--- src/rtl/core/s2l_pkg.sv ---
package s2l_pkg;

    localparam int FRAC_BITS = 16;

    localparam int RGB_W   = 8;
    localparam int LIN_W   = FRAC_BITS + 1;        // linear light, 0..1.0
    localparam int COEF_W  = FRAC_BITS;            // matrix coefficient
    localparam int PR_W    = LIN_W + COEF_W;       // one matrix product
    localparam int XYZ_W   = FRAC_BITS + 1;        // X, Y, Z up to ~1.09
    localparam int WHITE_W = 18;
    localparam int NUM_W   = FRAC_BITS + 17;       // ratio numerator and quotient
    localparam int ROOT_W  = FRAC_BITS + 6;        // cube root result
    localparam int SQ_W    = 2 * ROOT_W;
    localparam int P2_W    = SQ_W - FRAC_BITS;
    localparam int P3_W    = P2_W + ROOT_W;
    localparam int LT_W    = FRAC_BITS - 6;        // t on the linear segment
    localparam int LN_W    = FRAC_BITS + 10;       // linear segment numerator
    localparam int LF_W    = FRAC_BITS;            // linear segment result
    localparam int LIN_SH  = FRAC_BITS + 16;       // reciprocal shift
    localparam int RCP_W   = FRAC_BITS + 5;
    localparam int LP_W    = LN_W + RCP_W;
    localparam int F_W     = ROOT_W + 1;           // signed f and f differences
    localparam int PROD_W  = ROOT_W + 18;          // scaled L, a, b before rounding
    localparam int L_W     = 14;
    localparam int AB_W    = 15;
    localparam int ADDR_W  = 4;

    localparam longint unsigned SCALE   = 100000;
    localparam longint unsigned LIN_THR = (longint'(216) << FRAC_BITS) / 24389;
    localparam longint unsigned LIN_MUL = 24389;
    localparam longint unsigned LIN_K   = (longint'(432) << FRAC_BITS) + 1566;
    localparam longint unsigned LIN_DEN = 3132;
    localparam longint unsigned LIN_RCP = (longint'(1) << LIN_SH) / 3132;

    localparam longint L_MUL  = 11600;
    localparam longint L_OFF  = longint'(1600) << FRAC_BITS;
    localparam longint A_MUL  = 50000;
    localparam longint B_MUL  = 20000;
    localparam longint HALF   = longint'(1) << (FRAC_BITS - 1);
    localparam longint L_MAX  = 10000;
    localparam longint AB_MIN = -12800;
    localparam longint AB_MAX = 12799;

    localparam logic [1:0] REG_WHITE_X = 2'd0;
    localparam logic [1:0] REG_WHITE_Y = 2'd1;
    localparam logic [1:0] REG_WHITE_Z = 2'd2;

    localparam logic [WHITE_W-1:0] WHITE_X_RST = WHITE_W'(95047);
    localparam logic [WHITE_W-1:0] WHITE_Y_RST = WHITE_W'(100000);
    localparam logic [WHITE_W-1:0] WHITE_Z_RST = WHITE_W'(108883);

    typedef logic [255:0][LIN_W-1:0] lin_rom_t;
    typedef logic [8:0][COEF_W-1:0] coef_tab_t;

    // floor(a*b / 2^s)
    function automatic longint unsigned mul_floor(longint unsigned a, longint unsigned b,
                                                  int s);
        longint unsigned hi;
        longint unsigned lo;
        hi = a >> s;
        lo = a & ((longint'(1) << s) - 1);
        return hi * b + ((lo * b) >> s);
    endfunction

    function automatic longint unsigned lin_entry(int unsigned c);
        longint unsigned cc;
        longint unsigned x;
        longint unsigned u;
        longint unsigned r;
        longint unsigned cand;
        longint unsigned p2;
        longint unsigned p4;
        longint unsigned p5;
        longint unsigned v;
        cc = c;
        if (cc <= 10)
        begin
            return ((cc * 100 << FRAC_BITS) + 164730) / 329460;
        end
        x = (((cc * 1000 + 14025) << 30) + 134512) / 269025;
        u = mul_floor(x, x, 30);
        r = 0;
        for (int bit_i = 30; bit_i >= 0; bit_i--)
        begin
            cand = r | (longint'(1) << bit_i);
            p2 = mul_floor(cand, cand, 30);
            p4 = mul_floor(p2, p2, 30);
            p5 = mul_floor(p4, cand, 30);
            if (p5 <= u)
            begin
                r = cand;
            end
        end
        v = mul_floor(u, r, 30);
        return (v + (longint'(1) << (29 - FRAC_BITS))) >> (30 - FRAC_BITS);
    endfunction

    function automatic lin_rom_t build_lin_rom();
        lin_rom_t rom;
        for (int c = 0; c < 256; c++)
        begin
            rom[c] = LIN_W'(lin_entry(c));
        end
        return rom;
    endfunction

    localparam lin_rom_t LIN_ROM = build_lin_rom();

    function automatic logic [COEF_W-1:0] coef_q(longint unsigned k);
        return COEF_W'(((k << FRAC_BITS) + 5000000) / 10000000);
    endfunction

    // row-major: index = row*3 + column, rows X Y Z, columns R G B
    function automatic coef_tab_t build_coef();
        coef_tab_t tab;
        tab[0] = coef_q(4124564);
        tab[1] = coef_q(3575761);
        tab[2] = coef_q(1804375);
        tab[3] = coef_q(2126729);
        tab[4] = coef_q(7151522);
        tab[5] = coef_q(721750);
        tab[6] = coef_q(193339);
        tab[7] = coef_q(1191920);
        tab[8] = coef_q(9503041);
        return tab;
    endfunction

    localparam coef_tab_t COEF = build_coef();

endpackage

--- src/rtl/core/s2l_divider.sv ---
// Restoring divider, one quotient bit per stage, MSB first.
module s2l_divider
(
    input  logic                        clk,
    input  logic                        en,
    input  logic [s2l_pkg::NUM_W-1:0]   num,
    input  logic [s2l_pkg::WHITE_W-1:0] den,
    output logic [s2l_pkg::NUM_W-1:0]   quot
);

    logic [s2l_pkg::WHITE_W-1:0] rem_w [0:s2l_pkg::NUM_W-1];
    logic [s2l_pkg::NUM_W-1:0]   nq_w  [0:s2l_pkg::NUM_W];

    assign rem_w[0] = '0;
    assign nq_w[0]  = num;

    genvar j;
    generate
        for (j = 0; j < s2l_pkg::NUM_W; j++)
        begin : g_step
            logic [s2l_pkg::WHITE_W:0]   trial;
            logic [s2l_pkg::WHITE_W-1:0] rem_next;
            logic [s2l_pkg::NUM_W-1:0]   nq_next;
            logic [s2l_pkg::NUM_W-1:0]   nq_reg;

            always_comb
            begin
                trial = {rem_w[j], nq_w[j][s2l_pkg::NUM_W-1]};
                if (trial >= {1'b0, den})
                begin
                    rem_next = s2l_pkg::WHITE_W'(trial - {1'b0, den});
                    nq_next  = {nq_w[j][s2l_pkg::NUM_W-2:0], 1'b1};
                end
                else
                begin
                    rem_next = trial[s2l_pkg::WHITE_W-1:0];
                    nq_next  = {nq_w[j][s2l_pkg::NUM_W-2:0], 1'b0};
                end
            end

            always_ff @(posedge clk)
            begin
                if (en)
                begin
                    nq_reg <= nq_next;
                end
            end
            assign nq_w[j+1] = nq_reg;

            if (j < s2l_pkg::NUM_W - 1)
            begin : g_rem
                logic [s2l_pkg::WHITE_W-1:0] rem_reg;
                always_ff @(posedge clk)
                begin
                    if (en)
                    begin
                        rem_reg <= rem_next;
                    end
                end
                assign rem_w[j+1] = rem_reg;
            end
        end
    endgenerate

    assign quot = nq_w[s2l_pkg::NUM_W];

endmodule

--- config.mk ---
export PLATFORM = sky130hd
export DESIGN_NAME = s2l_divider
export DESIGN_NICKNAME = d
export VERILOG_FILES = /design/src/rtl/core/s2l_pkg.sv /design/src/rtl/core/s2l_divider.sv
export SDC_FILE = /design/constraint.sdc
export NUM_CORES = 2
export LEC_CHECK = 0
export ABC_AREA = 1
export BUFFER_PORTS_ARGS = -buffer_cell sky130_fd_sc_hd__buf_2
export CAP_MARGIN = 20
export CELL_PAD_IN_SITES_DETAIL_PLACEMENT = 0
export CELL_PAD_IN_SITES_GLOBAL_PLACEMENT = 1
export CORE_MARGIN = 2
export CORE_UTILIZATION = 45
export CTS_CLUSTER_SIZE = 30
export DETAILED_ROUTE_END_ITERATION = 8
export PLACE_DENSITY_LB_ADDON = 0.1
export SLEW_MARGIN = 25
export SYNTH_ARGS = -nofsm -noshare
export SYNTH_HDL_FRONTEND = slang
export SYNTH_SLANG_ARGS = --single-unit
--- constraint.sdc ---
create_clock -name clk -period 9 [get_ports clk]
set_input_delay 0 -clock clk [delete_from_list [all_inputs] [get_ports clk]]
set_output_delay 0 -clock clk [all_outputs]
set_load 0.005 [all_outputs]
# Word level (Yosys, flattened, before mapping)
# Index checks and enable logic that the tools add are counted.
dict set report op_classes {
  addsub 32
  magnitude_cmp 33
  n_mux 65
}
# cell n
set op_table {}
lappend op_table {{$ge A19 B18 Y1} 32}
lappend op_table {{$mux W18} 31}
lappend op_table {{$sub A18 B18 Y18} 31}
lappend op_table {{$mux W1} 34}
lappend op_table {{$ge A1 B18 Y1} 1}
lappend op_table {{$sub A1 B18 Y18} 1}
dict set report totals {
  register_bits 1665
  out_inout_bits 33
  word_cells 196
  inputBits 53
}

# Depth between registers and ports, before layout
dict set report logic_depth {
  word_depth 2
  mapped_depth 14
  mapped_depth_nobuf 14
}

# Least setup slack after synthesis
# OpenSTA, ideal clock, no wires.
dict set report synth_timing {
  path_kind {input to register}
  start {in den[1] in the netlist's numbering}
  end {reg g_step[19].g_rem.rem_reg[8] in the netlist's numbering, data pin}
  slack_ns 5.535
  arrival_ns 3.212
  path_stages 10
  path_buffers 1
  path_cell_list {inv_1 ha_1 nand2_1 nor2_2 nor2_2 nand3b_1 nand4_4 buf_6 nand2_1 o21ai_2}
}
dict set report synth_via {
  elab_chain_cells 2
  word_cells_on_any_way 3
  classes_between {add/sub: 1; order compare: 1; mux: 1}
}
# element line_no
set synth_lines {}
lappend synth_lines {{start, declared} s2l_divider.sv:7} ;# input logic [s2l_pkg::WHITE_W-1:0] den,
lappend synth_lines {{$sub A18 B18 Y18 / $ge A19 B18 Y1 (equally long branches)} {s2l_divider.sv:31, s2l_divider.sv:29}}
lappend synth_lines {{$mux W18 (*)} s2l_divider.sv:29} ;# if (trial >= {1'b0, den})
lappend synth_lines {{named net g_step[19].rem_next (one bit)} s2l_divider.sv:22} ;# logic [s2l_pkg::WHITE_W-1:0] rem_next;
lappend synth_lines {{end signal, assigned} s2l_divider.sv:57} ;# rem_reg <= rem_next;
lappend synth_lines {{end, declared} s2l_divider.sv:52} ;# logic [s2l_pkg::WHITE_W-1:0] rem_reg;
# The timed path passes the listed nets; every way through them passes the cells marked *.
# A chain may end at the register's enable or synchronous reset.

# Final worst setup path
dict set report layout_timing {
  start {in den[1] in the netlist's numbering}
  end {reg g_step[14].g_rem.rem_reg[17] in the netlist's numbering, data pin}
}
dict set report layout_via {
  elab_chain_cells 2
  word_cells_on_any_way 3
  classes_between {add/sub: 1; order compare: 1; mux: 1}
}
# element line_no
set layout_lines {}
lappend layout_lines {{$sub A18 B18 Y18 / $ge A19 B18 Y1 (equally long branches)} {s2l_divider.sv:31, s2l_divider.sv:29}}
lappend layout_lines {{$mux W18 (*)} s2l_divider.sv:29}
lappend layout_lines {{named net g_step[14].rem_next (one bit)} s2l_divider.sv:22}
lappend layout_lines {{end signal, assigned} s2l_divider.sv:57}
lappend layout_lines {{end, declared} s2l_divider.sv:52}
# Marked as above.

==> impl_metrics.env <==
export IMPL_gr_usage_all_layers=0.229
export IMPL_fin_tns_setup_ps=0
export IMPL_ctsResizeCount=0
export IMPL_largest_reg_flops=1056
export IMPL_hold_buffers=70
export IMPL_fin_crit_sh=0.396
export IMPL_die_x_um=460
export IMPL_ys_seq_area_frac=0.534
export IMPL_r2r_slack_ps=5900
export IMPL_synth_top_area_share=0.534
export IMPL_drv_cap=0
export IMPL_grt_pass1_vias=65190
export IMPL_io_buffers=85
export IMPL_cts_tree="yes"
export IMPL_area_delta_synth_final_pct=11.1
export IMPL_hold_class="in2reg"
export IMPL_core_area_um2=207000
export IMPL_finClkSkew_ps=90.2
export IMPL_grt_max_degree=207
export IMPL_synth_most_common_cell="nand2_1"
export IMPL_grt_first_pass_wirelength_mm=377
export IMPL_dr_pass1_iters=7
export IMPL_synth_avg_cell_area_um2=9.19
export IMPL_netlist_area_um2=93600
export IMPL_drt_total_wl_mm=245
export IMPL_htreeDepth=4
export IMPL_yosysWarningCount=0
export IMPL_viasPerCell=5.14
export IMPL_clk_pin_slew_ps=60
export IMPL_synth_seq_cells=1665
export IMPL_row_count=167
export IMPL_dieArea_um2=212000
export IMPL_cp_max_fo=40
export IMPL_cts_sinks=1665
export IMPL_root_buffer="clkbuf_16"
export IMPL_status="completed"
export IMPL_ant_nets=0
export IMPL_overflow=0
export IMPL_p_per_area_nw_per_um2=341
export IMPL_p_leak_nw=46.3
export IMPL_end_kind="flop"
export IMPL_fillers=19289
export IMPL_path_class="in2reg"
export IMPL_dp_hpwl_mm=172
export IMPL_rsz0062_at_grt="false"
export IMPL_worstMarginPinSlew_ps=1120
export IMPL_finalHoldWorstSlack_ps=174
export IMPL_vdd_drop_max_v=0.000222
export IMPL_wl_per_cell_um=18.4
export IMPL_antenna_found_initial=4
export IMPL_worstPathArrival_ps=4090
export IMPL_fmax_mhz=281
export IMPL_place_area_um2=97000
export IMPL_netlist_top_cells_area="edfxtp_1 (53%), nand2_1 (14%), ha_1 (7.7%)"
export IMPL_start_kind="input pin"
export IMPL_max_slew_margin_rel=0.256
export IMPL_drive_gt1_frac=0.0669
export IMPL_post_cts_buffers=0
export IMPL_clockBufferDepth=3
export IMPL_synth_edf_count=1665
export IMPL_num_io_pins=86
export IMPL_slew_viol_final=0
export IMPL_clk_latency_ps=880
export IMPL_min_period_ps=3560
export IMPL_place_gp_congestion=0.892
export IMPL_synth_common_cells="nand2_1 (3552), edfxtp_1 (1665), inv_1 (1102), nand3_1 (934), nor2_1 (802)"
export IMPL_syn_nets=10852
export IMPL_finalInstanceArea_um2=104000
export IMPL_drtIter0Drc=5046
export IMPL_cts_buffers=181
export IMPL_synthCells=10190
export IMPL_route_detailed_drc=0
export IMPL_ys_flop_type="edfxtp_1"
export IMPL_worstPathRequired_ps=9530
export IMPL_setup_viol=0
export IMPL_synth_area_leader_cell="edfxtp_1"
export IMPL_ys_types=35
export IMPL_async_flop_share=0
export IMPL_hold_viol=0
export IMPL_vias=68483
export IMPL_nets=11128
export IMPL_die_y_um=460
export IMPL_initial_utilization=0.453
[area by class of cell]
cell class / count / area, µm² / share of cell area
inverter: 1112 / 4190 / 0.0403
timing repair buffer: 205 / 1710 / 0.0164
multi-input combinational: 7301 / 38600 / 0.371
sequential: 1665 / 50000 / 0.481
tap: 2704 / 3380 / 0.0325
antenna: 1 / 2.50 / 0.0000241
clock buffer: 213 / 4650 / 0.0447
clock inverter: 120 / 1430 / 0.0137
[cell families (layout without fill, tap and decap cells)]
kind of cell             after synthesis  count (layout)  share of synthesized area
buffers and inverters               1224            1650                     0.0535
flip-flops                          1665            1665                      0.534
AO/OA/AOI/OAI                        487             487                     0.0313
XOR/XNOR                             250             250                     0.0234
other                                  0               1                          0
adder cells (fa/ha/maj)              609             609                     0.0839
AND/OR/NAND/NOR                     5955            5955                      0.274
[worst max-delay path, cell delays in order]
cell           delay, ps
dlygate4sd3_1        540
buf_2                150
inv_6                540
buf_4                630
ha_1                 370
nand3_1              110
nand3_1              210
nand3b_1             160
nand4_1              740
nand3_1              440
nand2_1              100
[report_power, final]
group,total [mW],switching [mW],internal (mW)
sequential,12.4,1.31,11.1
combinational,15.6,10.2,5.36
clock,7.45,3.23,4.22
total,35.4,14.7,20.7
[metal layers]
layer / vias up / GRT usage / part of all wire
met3: 345 / 0.0257 / 0.040
met4: 2 / 0.0673 / 0.029
met2: 1399 / 0.378 / 0.47
met1: 32068 / 0.317 / 0.46
met5: - / 0 / 0.000037
li1: 34669 / - / -
[metrics by stage]
stage	instances	utilization	power, mW	setup slack [ps]
4_1_cts	13309	0.502	35.6	5430
2_1_floorplan	10190	-	23.6	5530
6_report	13321	0.503	35.4	5440
5_1_grt	13321	0.503	38.3	5200
3_5_place_dp	12906	0.469	28.0	4870
3_3_place_gp	12905	0.469	27.9	4820
[layout by cell type (no fill, tap or decap), types with 32 or more instances in the layout]
master         netlist  routed
a21oi_1            268     267
nor2_2              33      34
nand3_1            934     934
nand4_1             74      74
nand2_1           3552    3552
or2_2               59      59
buf_2               55      83
nand3b_1           252     252
nor2_1             802     801
inv_1             1102    1085
o21ai_0             72      72
clkinv_2             0      37
edfxtp_1          1665    1665
clkinv_1             2      33
clkbuf_16            0     181
ha_1               578     578
xor2_1             237     237
clkbuf_1             2      32
nand2_2             54      54
dlygate4sd3_1        0      70
a21oi_2             36      37
nor3_1             115     115
o21ai_2             43      43
[path summary, 6_finish.rpt]
check                           cells after the start                       start                           end
worst max-delay path                               11                      den[1]  g_step[14].g_rem.rem_reg[17]
worst min-delay path                                2                          en          g_step[0].nq_reg[26]
worst min register to register                      0        g_step[3].nq_reg[22]          g_step[4].nq_reg[23]
worst max register to register                      7  g_step[8].g_rem.rem_reg[1]    g_step[9].g_rem.rem_reg[0]
Note: power is estimated with default switching activity, not from simulation.
